==> src/design/ptcd_pkg.sv <==
// Shared types and constants for the point to cell distance block.
// No dependencies; used by every module of the block.
package ptcd_pkg;

    localparam int AXES             = 3;
    localparam int PTCD_QUEUE_DEPTH = 4;
    localparam int GRID_CELLS       = 256;
    localparam int IDX_W            = 8;
    localparam int CS_W             = 31;
    localparam int LO_W             = IDX_W + CS_W;
    localparam int DIFF_W           = LO_W + 2;
    localparam int TERM_W           = 32;
    localparam int SQ_W             = 2 * TERM_W;
    localparam int SUM_W            = SQ_W + 2;
    localparam int REM_W            = TERM_W + 2;

    // Largest index within the grid
    localparam int IDX_MAX_INT = (GRID_CELLS - 1 > 255) ? 255 : GRID_CELLS - 1;
    localparam logic [IDX_W-1:0] IDX_MAX = IDX_MAX_INT[IDX_W-1:0];

    // case_taken codes
    localparam logic [1:0] CASE_FACE   = 2'd0;
    localparam logic [1:0] CASE_EDGE   = 2'd1;
    localparam logic [1:0] CASE_CORNER = 2'd2;

    // Register address
    localparam logic [1:0] ADDR_CELL_SIZE = 2'd0;

    // Classified item handed from the front to the back
    typedef struct packed {
        logic [AXES-1:0][TERM_W-1:0] terms;
        logic [1:0]                  kase;
        logic                        sat;
    } ptcd_item_t;

    // Clamp a cell index to the grid
    function automatic logic [IDX_W-1:0] clamp_idx(input logic [IDX_W-1:0] idx);
        clamp_idx = (idx > IDX_MAX) ? IDX_MAX : idx;
    endfunction

endpackage

==> src/design/ptcd_queue.sv <==
// Short queue of classified items between the front and the back.
// Depends on ptcd_pkg.
module ptcd_queue
    import ptcd_pkg::*;
#(
    parameter int QUEUE_DEPTH = PTCD_QUEUE_DEPTH,
    localparam int CNT_W = $clog2(QUEUE_DEPTH + 1),
    localparam int PTR_W = $clog2(QUEUE_DEPTH)
)
(
    input  logic             clk,
    input  logic             rst_n,
    input  logic             wr_valid,
    input  ptcd_item_t       wr_item,
    input  logic             rd_en,
    output logic             rd_valid,
    output ptcd_item_t       rd_item,
    output logic [CNT_W-1:0] count
);

    ptcd_item_t       mem [QUEUE_DEPTH];
    logic [PTR_W-1:0] wr_ptr_reg;
    logic [PTR_W-1:0] rd_ptr_reg;
    logic [CNT_W-1:0] count_reg;
    logic             do_rd;

    assign do_rd    = rd_en && (count_reg != '0);
    assign rd_valid = (count_reg != '0);
    assign rd_item  = mem[rd_ptr_reg];
    assign count    = count_reg;

    // Pointers and fill count
    always_ff @(posedge clk or negedge rst_n)
    begin
        if (!rst_n)
        begin
            wr_ptr_reg <= '0;
            rd_ptr_reg <= '0;
            count_reg  <= '0;
        end
        else
        begin
            if (wr_valid)
                wr_ptr_reg <= (wr_ptr_reg == PTR_W'(QUEUE_DEPTH - 1)) ? '0
                              : wr_ptr_reg + PTR_W'(1);
            if (do_rd)
                rd_ptr_reg <= (rd_ptr_reg == PTR_W'(QUEUE_DEPTH - 1)) ? '0
                              : rd_ptr_reg + PTR_W'(1);
            if (wr_valid && !do_rd)
                count_reg <= count_reg + CNT_W'(1);
            else if (!wr_valid && do_rd)
                count_reg <= count_reg - CNT_W'(1);
        end
    end

    // Storage
    always_ff @(posedge clk)
    begin
        if (wr_valid)
            mem[wr_ptr_reg] <= wr_item;
    end

    // The front's credit check must keep the queue from overflowing
    a_no_overflow: assert property (@(posedge clk) disable iff (!rst_n)
        wr_valid && !do_rd |-> count_reg != CNT_W'(QUEUE_DEPTH))
        else $error("queue written while full");

    a_count_bound: assert property (@(posedge clk) disable iff (!rst_n)
        count_reg <= CNT_W'(QUEUE_DEPTH))
        else $error("queue count out of range");

endmodule

==> config.mk <==
export PLATFORM = sky130hd
export DESIGN_NAME = ptcd_queue
export DESIGN_NICKNAME = d
export VERILOG_FILES = /design/src/design/ptcd_pkg.sv /design/src/design/ptcd_queue.sv
export SDC_FILE = /design/constraint.sdc
export NUM_CORES = 1
export LEC_CHECK = 0
export BUFFER_PORTS_ARGS = -buffer_cell sky130_fd_sc_hd__buf_2
export CORE_MARGIN = 3
export CORE_UTILIZATION = 45
export DETAILED_ROUTE_END_ITERATION = 12
export GPL_ROUTABILITY_DRIVEN = 1
export GPL_TIMING_DRIVEN = 0
export PLACE_DENSITY = 0.75
export REMOVE_ABC_BUFFERS = 1
export SETUP_SLACK_MARGIN = 0.2
export SLEW_MARGIN = 20
export SYNTH_ARGS = -nofsm -noshare
export SYNTH_HDL_FRONTEND = slang
export SYNTH_SLANG_ARGS = --single-unit
export TNS_END_PERCENT = 1
==> constraint.sdc <==
create_clock -name clk -period 4.8 [get_ports clk]
set_input_delay 0.24 -clock clk [delete_from_list [all_inputs] [get_ports clk]]
set_output_delay 0.24 -clock clk [all_outputs]
set_load 0.05 [all_outputs]
# --- Word level (Yosys, flattened, before mapping) ---
# Memory sizes are Yosys's and may differ from the RTL's.
# Index checks and enable logic that the tools add are counted.
word_totals:
  reg_bits: 7
  ramBits: 396
  inputBits: 103
  out_inout_bits: 103
  word_cells: 23
  mem_count: 1
op_classes:
  n_addsub: 4
  n_eq_ne: 2
  n_mux: 6
  reduce_logical: 7
memory_table:
  columns: ["name", "depth", "width", "rd", "rd_clocked_by_memory_dff", "wr", "line_no", "text"]
  rows:
  - ["mem", 4, 99, 1, 0, 1, "ptcd_queue.sv:21", "ptcd_item_t mem [QUEUE_DEPTH];"]
op_table:
  columns: ["operator", "n"]
  rows:
  - ["$mux 3", 2]
  - ["$add 2x1->2 const B", 2]
  - ["$eq 2x2->1 const B", 2]
  - ["$mux 2", 2]
  - ["$add 3x1->3 const B", 1]
  - ["$logic_and 1x1->1", 3]
  - ["$reduce_bool 3->1", 1]
  - ["$sub 3x1->3 const B", 1]
  - ["$logic_not 1->1", 2]
  - ["$mux 1", 2]
  - ["$reduce_bool 2->1", 1]

# --- Depth between registers and ports, before layout ---
logic_depth:
  depth_word: 5
  ltp_mapped: 8
  mapped_depth_nobuf: 8

# --- Worst setup path after synthesis ---
# OpenSTA, ideal clock, no wires.
synth_path:
  path_kind: "register to register"
  startpoint: "reg wr_ptr_reg[0]"
  endpoint: "mem mem[0][0] (netlist name) (enable)"
  setup_ns: 0.469
  arrival_time_ns: 2.912
  t_required_ns: 4.331
  path_slack_ns: 1.419
  path_stages_with_launch: 4
  path_buffers: 0
  synth_period_minus_slack_ns: 3.381
  cell_sequence: "dfrtp_1 > inv_1 > ha_1 > and2_1"
synth_rtl:
  columns: ["element", "line_no", "text"]
  rows:
  - ["from (decl)", "ptcd_queue.sv:22", "logic [PTR_W-1:0] wr_ptr_reg;"]
  - ["from (signal assigned)", "ptcd_queue.sv:44", "wr_ptr_reg <= (wr_ptr_reg == PTR_W'(QUEUE_DEPTH - 1)) ? '0"]
  - ["to (decl)", "ptcd_queue.sv:21", null]
# No word-level cell before the write port.

==> flow_summary.yaml <==
finish:
  syn_to_final_growth_pct: 26.71
  final-seq-area_um2: 12070
  diodes: 0
  drive_gt1_share_pct: 41.44
  fin_nets: 1002
  design_area_um2: 18630
  largest_reg_flops: 396
  fillers: 2303
  multi_input_area_um2: 2459
grt:
  grt_start_max_net_pins: 46
  grtUsageTotal_pct: 16.39
  grt_pass1_wl_mm: 44.88
  gr-total-overflow: 0
  grt_pass1_vias: 7830
  antenna_found_initial: 0
yosys:
  syn_inst: 553
  ys_seq_area_share_pct: 82.08
  syn-cell-area_um2: 14700
  ys_ff_latch: 403
  syn_area_per_cell_um2: 26.59
  synth_cell_type_count: 18
  ys_warn_count: 0
floorplan:
  die_x_um: 186.8
  row_count: 65
  ios: 206
  die-height_um: 186.8
  dieArea_um2: 34880
  start_util_pct: 46.11
  core-area_um2: 31880
route:
  vias: 6972
  avgRoutedWirePerCell_um: 20.71
  drtAntennaViolNets: 0
  wirelength_mm: 27.99
  drcViolationCount: 0
  drt-pass1-iter-count: 4
  viasPerCell: 5.157
  drt_iter0_markers: 365
sta:
  final.period_utilization_pct: 59.64
  setup_viol: 0
  worst_pin_slew_ns: 0.5718
  drv_slew: 0
  clock_skew_ns: 0.009138
  relSlewSlack_pct: 61.88
  worst_slack_ns: 1.937
  tns_ns: 0
  holdWs_ns: 0.09326
  hold_viol: 0
  rsz0062_at_grt: "false"
  timing.fmax_ghz: 0.3493
  period_minus_slack_ns: 2.863
clock_tree:
  clk_latency_ns: 0.50
  clkTransAtPathRegs_ns: 0.06
  clockBufferDepth: 3
  numCtsBuffers: 40
  cts_tree: "yes"
  h-tree-depth: 2
  cts.root.buffer_cell: "clkbuf_16"
  cts.sinks: 403
placed_design:
  dp_slack_ns: 2.392
  dpl.hpwl_mm: 16.31
  place_area_um2: 16440
  port_buffers: 205
  gp_congestion: 0.6548
critical_path:
  cp_max_fo: 33
  end_kind: "output pin"
  crit_required_ns: 4.56
  worstSetupPathType: "register to output pin"
  critPathArrivalTime_ns: 2.62
  cp-start-kind: "register"
pwr:
  p_leak_nw: 6.421
  p_per_area_nw_per_um2: 660.4
  ir_drop_uv: 616.9
  total_power_w: 0.01230
outcome:
  status: "finished, final reports clean"
min_path:
  hold_class: "input port to register"
job:
  cap_violations: 0
-- cell usage in the layout (no fill, tap or decap), drive strengths merged, types with 2 or more instances in the layout --
cell type    count
and2             4
buf            219
bufinv           2
clkbuf          47
clkinv          18
dfrtp            7
dlygate4sd3    100
edfxtp         396
ha               6
inv              3
mux2             3
mux4            99
nand2            3
nor2             3
o21ai            2
xor2             2
-- where the power goes --
part	internal, W	switching [W]	total (W)
sequential	0.00451	0.000244	0.00475
clock	0.00166	0.00118	0.00283
combinational	0.00151	0.00321	0.00472
-- cells in the mapped netlist --
library cell / count / area, um2
dfrtp_1: 7 / 175.2
xnor2_1: 1 / 8.760
xor2_1: 2 / 17.52
ha_1: 6 / 75.07
mux2_2: 3 / 33.78
edfxtp_1: 396 / 11890
buf_4: 2 / 15.01
nand2_1: 3 / 11.26
and2_1: 4 / 25.02
nor2_1: 3 / 11.26
mux4_2: 99 / 2230
fa_1: 1 / 20.02
o21ai_0: 2 / 10.01
inv_1: 3 / 11.26
clkbuf_1: 2 / 7.510
buf_6: 10 / 112.6
or3_1: 1 / 6.260
buf_2: 8 / 40.04
-- area by class of cell --
type,count,area share (%)
Timing Repair Buffer,319,12.63
Sequential cell,403,64.81
Tap cell,435,2.922
Multi-Input combinational cell,125,13.20
Clock buffer,47,5.628
Clock inverter,20,0.7522
Inverter,3,0.06045
-- metal layers --
layer  vias up  wire length (um)  global-route usage [%]
li1       3074                 -                       -
met1      3607             11580                   21.46
met2       235             14230                   28.35
met3        56              1578                   3.513
met4         0               611                   4.100
met5         -                 0                       0
-- critical path, cell delays in order (launching register included) --
cell,delay (ns)
dfrtp_4,0.71
buf_12,0.28
buf_16,0.28
mux4_2,0.57
buf_2,0.23
-- metrics by stage --
stage,std cells,util (%)
6_report,1352,58.43
4_1_cts,1352,58.43
5_1_grt,1352,58.43
3_3_place_gp,1171,50.49
3_5_place_dp,1185,51.57
2_1_floorplan,531,-
-- cell families (layout without fill, tap and decap cells) --
group                    after synthesis  count (layout)  synth area share, %
adder cells (fa/ha/maj)                7               7               0.6468
AND/OR/NAND/NOR                       11              11               0.3659
AO/OA/AOI/OAI                          2               2              0.06809
flip-flops                           403             403                82.08
buffers and inverters                 25             389                1.268
multiplexers                         102             102                15.40
XOR/XNOR                               3               3               0.1788
-- final timing paths --
kind	cells past startpoint	to	startpoint	slack, ns
setup / recovery	4	rd_item[13]	rd_ptr_reg[0]	1.94
hold / removal	3	wr_ptr_reg[0]	wr_valid	0.09
setup reg to reg	8	count[2]	count[0]	2.51
hold reg to reg	1	count[2]	count[2]	0.49
max in group asynchronous	2	rd_ptr_reg[1]	rst_n	4.48
min in group asynchronous	2	count[2]	rst_n	0.13
-- what timing repair did --
| item | 4_1_cts | 5_1_grt |
|---|---|---|
| resized for setup | 0 | 0 |
| setup buffers | 0 | 0 |
| hold buffers | 100 | 0 |
| endpoints found under the hold margin | 403 | 0 |
No activity file was read; power rests on OpenSTA's default activity.
